===== config.mk =====
export PLATFORM = sky130hd
export DESIGN_NAME = atc_texture_block_decoder_unit
export DESIGN_NICKNAME = d
export VERILOG_FILES = /design/src/hdl/atc_pkg.sv /design/src/hdl/atc_prep.sv /design/src/hdl/atc_alpha_lv.sv /design/src/hdl/atc_lane.sv /design/src/hdl/atc_texture_block_decoder_unit.sv
export SDC_FILE = /design/constraint.sdc
export NUM_CORES = 2
export LEC_CHECK = 0
export BUFFER_PORTS_ARGS = -buffer_cell sky130_fd_sc_hd__buf_4
export CORE_ASPECT_RATIO = 2
export CORE_MARGIN = 2
export CORE_UTILIZATION = 35
export CTS_CLUSTER_DIAMETER = 120
export CTS_CLUSTER_SIZE = 30
export DETAILED_ROUTE_END_ITERATION = 6
export MAX_ROUTING_LAYER = met4
export PLACE_DENSITY = 0.62
export SLEW_MARGIN = 15
export SYNTH_ARGS = -nofsm -noshare
export SYNTH_HDL_FRONTEND = slang
export SYNTH_SLANG_ARGS = --single-unit
export TNS_END_PERCENT = 50

===== constraint.sdc =====
create_clock -name clk_i -period 8.6 [get_ports clk_i]
set_input_delay 0.86 -clock clk_i [delete_from_list [all_inputs] [get_ports clk_i]]
set_output_delay 0.86 -clock clk_i [all_outputs]
set_load 0.02 [all_outputs]

===== src/hdl/atc_pkg.sv =====
package atc_pkg;

  localparam logic [1:0] ALPHA_OPAQUE   = 2'd0;
  localparam logic [1:0] ALPHA_EXPLICIT = 2'd1;
  localparam logic [1:0] ALPHA_INTERP   = 2'd2;

  // red 7:0, green 15:8, blue 23:16
  typedef logic [23:0] rgb_t;

  typedef struct packed {
    logic [63:0] alpha_block;
    logic [63:0] color_block;
  } in_t;

  typedef struct packed {
    logic [1:0]  row_index;
    logic [31:0] pixel_0;
    logic [31:0] pixel_1;
    logic [31:0] pixel_2;
    logic [31:0] pixel_3;
    logic        last_row;
  } out_t;

  // per-block data after palette build; num holds alpha level numerators
  typedef struct packed {
    rgb_t [3:0]       pal;
    logic [15:0][1:0] csel;
    logic [63:0]      ab;
    logic [1:0]       fmt;
    logic             interp7;
    logic [5:0][10:0] num;
  } prep_t;

  typedef struct packed {
    logic [1:0] csel;
    logic [3:0] nib;
    logic [2:0] asel;
  } lane_sel_t;

endpackage


===== src/hdl/atc_prep.sv =====
module atc_prep (
  input  atc_pkg::in_t   blk_i,
  input  logic [1:0]     fmt_i,
  output atc_pkg::prep_t prep_o
);
  import atc_pkg::*;

  function automatic logic [7:0] widen5(input logic [4:0] v);
    return {v, v[4:2]};
  endfunction

  function automatic logic [7:0] widen6(input logic [5:0] v);
    return {v, v[5:4]};
  endfunction

  logic [15:0]     e0, e1;
  logic [2:0][7:0] ca, cb;
  logic [7:0]      a0, a1;

  assign e0 = blk_i.color_block[15:0];
  assign e1 = blk_i.color_block[31:16];
  assign a0 = blk_i.alpha_block[7:0];
  assign a1 = blk_i.alpha_block[15:8];

  assign ca[0] = widen5(e0[14:10]);
  assign ca[1] = widen5(e0[9:5]);
  assign ca[2] = widen5(e0[4:0]);
  assign cb[0] = widen5(e1[15:11]);
  assign cb[1] = widen6(e1[10:5]);
  assign cb[2] = widen5(e1[4:0]);

  always_comb begin
    logic [10:0] s1, s2;
    logic [7:0]  q;
    prep_o = '0;
    for (int c = 0; c < 3; c++) begin
      s1 = 11'(ca[c]) * 11'd5 + 11'(cb[c]) * 11'd3;
      s2 = 11'(ca[c]) * 11'd3 + 11'(cb[c]) * 11'd5;
      q  = {2'b00, cb[c][7:2]};
      if (!e0[15]) begin
        prep_o.pal[0][8*c +: 8] = ca[c];
        prep_o.pal[1][8*c +: 8] = s1[10:3];
        prep_o.pal[2][8*c +: 8] = s2[10:3];
        prep_o.pal[3][8*c +: 8] = cb[c];
      end else begin
        prep_o.pal[0][8*c +: 8] = 8'h00;
        prep_o.pal[1][8*c +: 8] = (ca[c] > q) ? (ca[c] - q) : 8'h00;
        prep_o.pal[2][8*c +: 8] = ca[c];
        prep_o.pal[3][8*c +: 8] = cb[c];
      end
    end
    prep_o.csel    = blk_i.color_block[63:32];
    prep_o.ab      = blk_i.alpha_block;
    prep_o.fmt     = fmt_i;
    prep_o.interp7 = (a0 > a1);
    for (int i = 1; i <= 6; i++) begin
      if (a0 > a1) begin
        prep_o.num[i-1] = 11'(7 - i) * 11'(a0) + 11'(i) * 11'(a1);
      end else if (i <= 4) begin
        prep_o.num[i-1] = 11'(5 - i) * 11'(a0) + 11'(i) * 11'(a1);
      end else begin
        prep_o.num[i-1] = '0;
      end
    end
  end

endmodule


===== src/hdl/atc_alpha_lv.sv =====
module atc_alpha_lv (
  input  atc_pkg::prep_t  prep_i,
  output logic [7:0][7:0] lv_o
);
  import atc_pkg::*;

  // floor(x/7) and floor(x/5) by reciprocal, exact for x up to 1785
  localparam logic [21:0] Recip7 = 22'd2341;
  localparam logic [21:0] Recip5 = 22'd3277;

  logic [5:0][21:0] p7, p5;

  always_comb begin
    for (int i = 0; i < 6; i++) begin
      p7[i] = 22'(prep_i.num[i]) * Recip7;
      p5[i] = 22'(prep_i.num[i]) * Recip5;
    end
  end

  always_comb begin
    lv_o[0] = prep_i.ab[7:0];
    lv_o[1] = prep_i.ab[15:8];
    if (prep_i.interp7) begin
      for (int i = 0; i < 6; i++) begin
        lv_o[i+2] = p7[i][21:14];
      end
    end else begin
      for (int i = 0; i < 4; i++) begin
        lv_o[i+2] = p5[i][21:14];
      end
      lv_o[6] = 8'h00;
      lv_o[7] = 8'hff;
    end
  end

endmodule


===== src/hdl/atc_lane.sv =====
module atc_lane (
  input  atc_pkg::rgb_t [3:0] pal_i,
  input  logic [1:0]          fmt_i,
  input  logic [7:0][7:0]     lv_i,
  input  atc_pkg::lane_sel_t  sel_i,
  output logic [31:0]         pixel_o
);
  import atc_pkg::*;

  logic [7:0] alpha;

  always_comb begin
    unique case (fmt_i)
      ALPHA_EXPLICIT: alpha = {sel_i.nib, sel_i.nib};
      ALPHA_INTERP:   alpha = lv_i[sel_i.asel];
      default:        alpha = 8'hff;
    endcase
  end

  assign pixel_o = {alpha, pal_i[sel_i.csel]};

endmodule


===== src/hdl/atc_texture_block_decoder_unit.sv =====
// Channel  Signals                        Transfer
// -------  -----------------------------  ------------------------------------
// in       in_valid_i/in_ready_o/in_data  one compressed block (color + alpha)
// out      out_valid_o/out_ready_i/data   one pixel row, four RGBA8888 pixels
// cfg      APB psel/penable/pwrite/paddr  alpha_format at byte address 0
//
// A block enters a prep register (palette, alpha numerators), then sits in the
// row stage while four column lanes build one row per cycle unless the output stalls.
// The prep register can accept another block while the row stage still emits rows.
// A block passes the prep, row and output registers before its first row shows.
// Reset clears all valid flags and alpha_format; no clearing pass.
// Output stalls hold the row stage; the prep register still takes one block.
module atc_texture_block_decoder_unit (
  input  logic           clk_i,
  input  logic           rst_ni,
  input  logic           in_valid_i,
  output logic           in_ready_o,
  input  atc_pkg::in_t   in_data_i,
  output logic           out_valid_o,
  input  logic           out_ready_i,
  output atc_pkg::out_t  out_data_o,
  input  logic           psel,
  input  logic           penable,
  input  logic           pwrite,
  input  logic [2:0]     paddr,
  input  logic [31:0]    pwdata,
  output logic [31:0]    prdata,
  output logic           pready
);
  import atc_pkg::*;

  localparam logic RegAlphaFormat = 1'b0;

  logic [1:0] fmt_q;
  logic       cfg_wr;

  assign pready = 1'b1;
  assign cfg_wr = psel & penable & pwrite;
  assign prdata = (paddr[2] == RegAlphaFormat) ? {30'b0, fmt_q} : 32'b0;

  always_ff @(posedge clk_i or negedge rst_ni) begin
    if (!rst_ni) begin
      fmt_q <= ALPHA_OPAQUE;
    end else if (cfg_wr && paddr[2] == RegAlphaFormat) begin
      fmt_q <= pwdata[1:0];
    end
  end

  prep_t prep_d, p_q, r_q;
  logic  p_valid_q, r_valid_q, o_valid_q;
  logic  [1:0] row_q;
  out_t  o_d, o_q;
  logic  in_xfer, o_load, r_free, r_load;

  atc_prep u_prep (
    .blk_i (in_data_i),
    .fmt_i (fmt_q),
    .prep_o(prep_d)
  );

  assign in_xfer    = in_valid_i & in_ready_o;
  assign o_load     = r_valid_q & (~o_valid_q | out_ready_i);
  assign r_free     = ~r_valid_q | (o_load & (row_q == 2'd3));
  assign r_load     = p_valid_q & r_free;
  assign in_ready_o = ~p_valid_q | r_load;

  always_ff @(posedge clk_i or negedge rst_ni) begin
    if (!rst_ni) begin
      p_valid_q <= 1'b0;
      r_valid_q <= 1'b0;
      row_q     <= '0;
      o_valid_q <= 1'b0;
    end else begin
      if (in_xfer) begin
        p_valid_q <= 1'b1;
      end else if (r_load) begin
        p_valid_q <= 1'b0;
      end
      if (r_load) begin
        r_valid_q <= 1'b1;
      end else if (o_load && row_q == 2'd3) begin
        r_valid_q <= 1'b0;
      end
      if (o_load) begin
        row_q <= row_q + 2'd1;
      end
      if (o_load) begin
        o_valid_q <= 1'b1;
      end else if (out_ready_i) begin
        o_valid_q <= 1'b0;
      end
    end
  end

  always_ff @(posedge clk_i) begin
    if (in_xfer) p_q <= prep_d;
    if (r_load)  r_q <= p_q;
    if (o_load)  o_q <= o_d;
  end

  logic [7:0][7:0]  lv;
  logic [15:0][3:0] nib_a;
  logic [15:0][2:0] asel_a;
  logic [3:0][31:0] lane_px;

  assign nib_a  = r_q.ab;
  assign asel_a = r_q.ab[63:16];

  atc_alpha_lv u_alpha_lv (
    .prep_i(r_q),
    .lv_o  (lv)
  );

  for (genvar col = 0; col < 4; col++) begin : g_lane
    lane_sel_t sel;
    assign sel.csel = r_q.csel[{row_q, 2'(col)}];
    assign sel.nib  = nib_a[{row_q, 2'(col)}];
    assign sel.asel = asel_a[{row_q, 2'(col)}];

    atc_lane u_lane (
      .pal_i  (r_q.pal),
      .fmt_i  (r_q.fmt),
      .lv_i   (lv),
      .sel_i  (sel),
      .pixel_o(lane_px[col])
    );
  end

  always_comb begin
    o_d.row_index = row_q;
    o_d.pixel_0   = lane_px[0];
    o_d.pixel_1   = lane_px[1];
    o_d.pixel_2   = lane_px[2];
    o_d.pixel_3   = lane_px[3];
    o_d.last_row  = (row_q == 2'd3);
  end

  assign out_valid_o = o_valid_q;
  assign out_data_o  = o_q;

  a_row_idle_zero: assert property (@(posedge clk_i) disable iff (!rst_ni)
    !r_valid_q |-> row_q == 2'd0)
    else $error("row counter not zero with empty row stage");

  a_in_to_prep: assert property (@(posedge clk_i) disable iff (!rst_ni)
    in_xfer |=> p_valid_q)
    else $error("accepted block lost before prep register");

  a_rows_contiguous: assert property (@(posedge clk_i) disable iff (!rst_ni)
    (out_valid_o && out_ready_i && !out_data_o.last_row) |=> out_valid_o)
    else $error("gap inside a block's rows");

  a_row_order: assert property (@(posedge clk_i) disable iff (!rst_ni)
    (out_valid_o && out_ready_i && !out_data_o.last_row) |=>
      out_data_o.row_index == $past(out_data_o.row_index) + 2'd1)
    else $error("rows out of order");

endmodule

# Word-level counts from Yosys, hierarchy flattened
# Index checks and enable logic that the tools add are counted.
[op_classes]
mux = 65
eq_ne = 3
n_lt_le_gt_ge = 16
bitwise_logic = 13
reduce_logical = 5
add_sub_neg = 20
multipliers = 28
[ops]
columns = ["cell", "count"]
rows = [
  ["multiplier 11 x 12 -> 22 bit, second input constant", 10],
  ["binary-select mux 24 bit (select 2 bit)", 4],
  ["2-to-1 mux 8 bit", 13],
  ["binary-select mux 8 bit (select 3 bit)", 4],
  ["2-to-1 mux 24 bit", 4],
  ["multiplier 8 x 3 -> 11 bit, second input constant", 6],
  ["case mux 8 bit (2 select lines)", 4],
  ["multiplier 8 x 2 -> 10 bit, second input constant", 6],
  ["2-to-1 mux 48 bit", 1],
  ["2-to-1 mux 11 bit", 4],
  ["multiplier 2 x 8 -> 10 bit, first input constant", 4],
  ["adder 10 x 11 -> 11 bit", 3],
  ["adder 11 x 10 -> 11 bit", 3],
  ["binary-select mux 4 bit (select 2 bit)", 4],
  ["binary-select mux 3 bit (select 2 bit)", 4],
  ["> comparator 8 x 6 -> 1 bit", 3],
  ["subtractor 8 x 6 -> 8 bit", 3],
  ["adder 10 x 10 -> 11 bit", 2],
  ["multiplier 3 x 8 -> 11 bit, first input constant", 2],
  ["< comparator 4 x 5 -> 1 bit, second input constant", 4],
  ["binary-select mux 2 bit (select 2 bit)", 4],
  ["< comparator 3 x 4 -> 1 bit, second input constant", 4],
  ["2-to-1 mux 4 bit", 4],
  ["< comparator 2 x 3 -> 1 bit, second input constant", 4],
  ["20 further kinds", 46],
]
[word_totals]
word_cells = 219
out_inout_bits = 166
in_bits = 170
regBits = 660

# Logic depth before layout (Yosys ltp)
[depth]
word_depth = 9
depth_mapped = 23

# By module
# A second synthesis with hierarchy kept.
[hier_totals]
hier_cells = 4590
area_unflattened_um2 = 55126.6
[modules_own_cells]
columns = ["module", "n_inst", "cells_per_inst", "seq_area_each_um2", "area_each_um2"]
rows = [
  ["atc_texture_block_decoder_unit", 1, 755, 19784.0, 21074.0],
  ["atc_alpha_lv", 1, 1948, 0.0, 17683.2],
  ["atc_prep", 1, 1503, 0.0, 11574.9],
  ["atc_lane", 4, 96, 0.0, 1198.6],
]

# Worst setup path after synthesis
# No wires, ideal clock.
[synth_path]
path_kind = "input -> register"
start = "in out_ready_i"
end = "reg p_q[100] in the netlist's numbering (enable)"
arrival_time_ns = 6.780
stages = 4
path_slack_ns = 1.190
setup_ns = 0.630
n_path_buf = 0
required_ns = 7.970
cell_sequence = "nand2b_1 -> nand2_1 -> nand3_1 -> and2_1"
[synth_via]
elab_chain_cells = 7
[synth_rtl]
columns = ["element", "line_no", "source"]
rows = [
  ["start: declaration", "atc_texture_block_decoder_unit.sv:20", "input logic out_ready_i,"],
  ["bitwise OR 1 bit", "atc_texture_block_decoder_unit.sv:62", "assign o_load = r_valid_q & (~o_valid_q | out_ready_i);"],
  ["bitwise AND 1 bit", "atc_texture_block_decoder_unit.sv:62", ""],
  ["bitwise AND 1 bit", "atc_texture_block_decoder_unit.sv:63", "assign r_free = ~r_valid_q | (o_load & (row_q == 2'd3));"],
  ["bitwise OR 1 bit", "atc_texture_block_decoder_unit.sv:63", ""],
  ["bitwise AND 1 bit", "atc_texture_block_decoder_unit.sv:64", "assign r_load = p_valid_q & r_free;"],
  ["bitwise OR 1 bit", "atc_texture_block_decoder_unit.sv:65", "assign in_ready_o = ~p_valid_q | r_load;"],
  ["net in_ready_o", "atc_texture_block_decoder_unit.sv:17", "output logic in_ready_o,"],
  ["bitwise AND 1 bit", "atc_texture_block_decoder_unit.sv:61", "assign in_xfer = in_valid_i & in_ready_o;"],
  ["net in_xfer", "atc_texture_block_decoder_unit.sv:53", "logic in_xfer, o_load, r_free, r_load;"],
  ["end signal: assignment", "atc_texture_block_decoder_unit.sv:96", "if (in_xfer) p_q <= prep_d;"],
  ["end: declaration", "atc_texture_block_decoder_unit.sv:49", "prep_t prep_d, p_q, r_q;"],
]
# The timed path passes the listed nets, and every way through them passes these cells.
# A chain may end at the register's enable or synchronous reset.

# Worst setup path after layout
[layout_path]
start = "reg r_q[27] in the netlist's numbering"
end = "reg o_q (netlist bit out_data_o[122]), data pin"
[layout_via]
elab_chain_cells = 5
[layout_rtl]
columns = ["element", "line_no", "source"]
rows = [
  ["start: declaration", "atc_texture_block_decoder_unit.sv:49", ""],
  ["start signal: assignment", "atc_texture_block_decoder_unit.sv:97", "if (r_load) r_q <= p_q;"],
  ["multiplier 11 x 12 -> 22 bit (on tied branches)", "atc_alpha_lv.sv:16, atc_alpha_lv.sv:15", ""],
  ["2-to-1 mux 48 bit (*)", "atc_alpha_lv.sv:23", "if (prep_i.interp7) begin"],
  ["binary-select mux 8 bit (select 3 bit) (*)", "atc_lane.sv:15", "ALPHA_INTERP: alpha = lv_i[sel_i.asel];"],
  ["2-to-1 mux 8 bit (implied by the code) (*)", "atc_lane.sv:15", ""],
  ["case mux 8 bit (2 select lines) (*)", "atc_lane.sv:13", "unique case (fmt_i)"],
  ["net g_lane[0].u_lane.alpha[1]", "atc_lane.sv:10", "logic [7:0] alpha;"],
  ["end signal: assignment", "atc_texture_block_decoder_unit.sv:98", "if (o_load) o_q <= o_d;"],
  ["end: declaration", "atc_texture_block_decoder_unit.sv:52", "out_t o_d, o_q;"],
]
# Mark *: on every way through the listed nets, which the timed path passes. The rest lies on a longest branch. The select of a mux whose other input is x is not followed.

==> impl_summary.md <==
Outcome
The run finished with clean final reports.

Floorplanning
In this run the vertical extent of the chip is 549.4 um. The initial core utilization is 35.13%. The die covers between 0.15 and 0.2 mm2.

The width of the die is around 280 um. around 340 I/O pins were placed. The core footprint is roughly 0.15 mm2.

The floorplan has 200 rows.

STA
At the pin with the least slew margin, the transition time is around 1.1 ns. Summed over all failing endpoints, the final setup total negative slack is 0 ns. The count of endpoints failing setup in the final report is 0. Derived from the worst setup path, the maximum achievable clock frequency is 148.9 MHz. The post-route clock period utilization is about four fifths. The final count of hold timing violations is 0. The shortest clock period the worst path allows after layout is about 6.7 ns. The worst relative slew slack is a little under a quarter. Setup repair after global routing left no endpoint under its margin.

The number of max-slew violations in the final report was 0. The worst clock skew is 0.02995 ns.

Route
Dividing the detail-routed wire length by the instance count gives around 22 um. Summed over all layers, the routed wires come to between 100000 and 150000 um. The number of DRC markers in iteration 0 is 1716. Across all layers, the routed design uses between 30000 and 40000 vias. For this run, design rule violations remaining after detail routing come to 0.

The number of nets with antenna violations after detailed routing is 0. Dividing the detail-routed via count by the number of cells gives 5.181. For this run, the detailed router's first-pass iteration total came to 5.

Yosys
The number of flops mapped to enable cells by yosys is slightly above 600. The most used flip-flop cell after synthesis is edfxtp_1. The synthesized area is between 0.05 and 0.06 mm2. In this run the mean area of a mapped cell was roughly 12 um2.

Of the synthesized area, sequential elements account for a little over a third. The number of different library cells used by synthesis comes to 94. The synthesized design contains about 620 register bits. Yosys printed 0 warnings. Synthesis produced a netlist whose cell count is 4406.

After synthesis, the share of flip-flops with an asynchronous set or reset is under 10%.

Clocking
The clock transition at the register clock pins on the worst setup and hold paths after CTS is around 0.12 ns. The post-cts repair resize count is 0. After clock tree synthesis, the setup repair step added 0 buffers. For the worst-skew pair, the clock arrives at the later sink with an insertion delay of 0.64 ns. The number of CTS-inserted buffers is 25. The number of hold buffers added after CTS was 1.

The clock sink count is roughly 600. CTS built an H-tree with a depth of 1. The tree is rooted in a clkbuf_16. The clock passes through at most 3 buffers. The CTS tree is built.

Finish
The final-layout fill cell count is approximately 14000. The fraction of layout instances using a drive strength above 1 is 11.30%. The synthesis-to-layout area growth is 9.662%.

After the last flow step, the layout net total stands at 5981.

Worst setup path
The category of the worst setup path capture point is a flip-flop. The category of the critical setup timing path is flip-flop to flip-flop. Data arrives at the worst endpoint at about 7.1 ns. The kind of start point of the critical path is a flip-flop. Of all nets on the critical path, the largest fanout is 8. The data required time at the worst endpoint is 8.97 ns.

Job
Across the run, the number of max-cap violations was 0.

Worst hold path
The worst hold path belongs to the class primary input to flip-flop.

Global route
After global routing the overflow that remains totals 0. The wire length of the first global-routing pass is approximately 220000 um. Across every metal layer, demand over resource in global routing totals 19.74%. The via count of the first global-routing pass is 36530. The maximum number of pins on one net before global-route repair is 130. The number of antenna violations at the first check in global routing is 39.

Place
Buffers placed on the I/O ports in this run total between 200 and 300. After legalization and detailed placement, the total HPWL measured 118300 um. The final weighted congestion of routability-driven global placement is 0.9292.
[critical path, stage by stage, from the launching register on]
cell and delay, ns:
edfxtp_1 0.62, ha_1 0.43, inv_1 0.07, fa_1 0.52, inv_1 0.07, fa_1 0.50
inv_1 0.05, fa_1 0.44, fa_1 0.49, inv_1 0.04, ha_1 0.32, a211o_1 0.31
a21o_1 0.19, o41ai_1 0.49, xnor2_1 0.21, nor2_1 0.08, a21oi_1 0.76, a2111oi_0 0.25
o41ai_1 0.59
[area by class of cell]
type | instances | area (um2) | area share [%]
Multi-Input combinational cell | 2880 | 30000 | 52.56
Sequential cell | 618 | 18530 | 32.46
Inverter | 811 | 3049 | 5.342
Tap cell | 1919 | 2401 | 4.207
Timing Repair Buffer | 306 | 2325 | 4.073
Clock buffer | 25 | 625.6 | 1.096
Antenna cell | 40 | 100.1 | 0.1754
Clock inverter | 4 | 48.80 | 0.08550
[flip-flops by register name, summed over array words and instances (netlist names), 2 cells and up]
register	cells
fmt_q	2
nib_a	64
out_data_o	131
p_q	240
r_q	176
row_q	2
[logic make-up after synthesis]
logic type / share of synthesized area, %
AOI/OAI and AO/OA: 9.388
DFF: 35.59
xor gates and xnor gates: 3.753
other: 0.01443
muxes: 7.087
and+or+nand+nor: 4.671
buffers and inverters: 7.039
adders and majority gates: 32.46
[routing by layer]
metal | part of all wire (%) | up-vias | global-route usage, %
li1 | - | 16000 | -
met1 | 34 | 16950 | 18.78
met2 | 54 | 951 | 37.33
met3 | 5.6 | 305 | 3.724
met4 | 6.3 | 0 | 10.46
met5 | 0 | - | -
[layout by cell type (no fill, tap or decap), drive strengths merged, types with 18 or more instances in the layout]
cell type  instances
nor2b             24
mux4             134
buf              305
xnor2            163
nand3             37
xor2              60
o21ai            145
a211oi            24
fa               302
o211ai            25
a21o              84
o21bai            48
o21a              29
ha               867
nand2b            34
nor2             170
a21oi            225
nor3              35
o22ai             27
inv              812
clkbuf            25
mux2i             46
conb              31
nand2            134
edfxtp           611
diode             40
a31oi             28
mux2              18
[per-stage QoR]
stage / instances / hold WS [ns] / worst slack [ns] / util [%] / instance area, um2
final: 6603 / 0.3981 / 1.886 / 38.53 / 57070
after global routing: 6601 / 0.3558 / 1.581 / 38.52 / 57070
after CTS: 6563 / 0.3441 / 1.923 / 38.46 / 56970
after detailed placement: 6533 / 0.4045 / 1.950 / 37.99 / 56290
after global placement: 6533 / 0.4003 / 1.937 / 37.99 / 56290
after floorplan: 4435 / 0.4003 / 1.190 / - / 52160
[synth_stat cells, types with 34 or more instances]
master / n / area [um2]
nand2_1: 134 / 503.0
clkbuf_1: 50 / 187.7
mux4_2: 133 / 2995
inv_1: 809 / 3037
ha_1: 867 / 10850
mux2i_1: 45 / 450.4
nor2_1: 169 / 634.4
xnor2_1: 163 / 1428
a21oi_1: 223 / 1116
nor3_1: 35 / 175.2
nand3_1: 37 / 185.2
nand2b_1: 34 / 212.7
edfxtp_1: 611 / 18350
o21ai_0: 133 / 665.6
xor2_1: 60 / 525.5
o21bai_1: 48 / 360.4
fa_1: 302 / 6046
a21o_1: 84 / 630.6
[worst paths after layout]
kind	from	endpoint	slack [ns]	cells past startpoint
max in group asynchronous	rst_ni	row_q[1]	7.89	2
setup reg to reg	r_q[27]	out_data_o[122]	1.89	18
hold reg to reg	p_q[192]	r_q[192]	0.41	0
min in group asynchronous	rst_ni	p_valid_q	0.58	2
setup / recovery	r_q[27]	out_data_o[122]	1.89	18
hold / removal	in_data_i[53]	p_q[154]	0.40	1
Power is left out: the tool's default activity adds up to more than one toggle a clock period on the data nets, which glitch-free logic cannot reach.
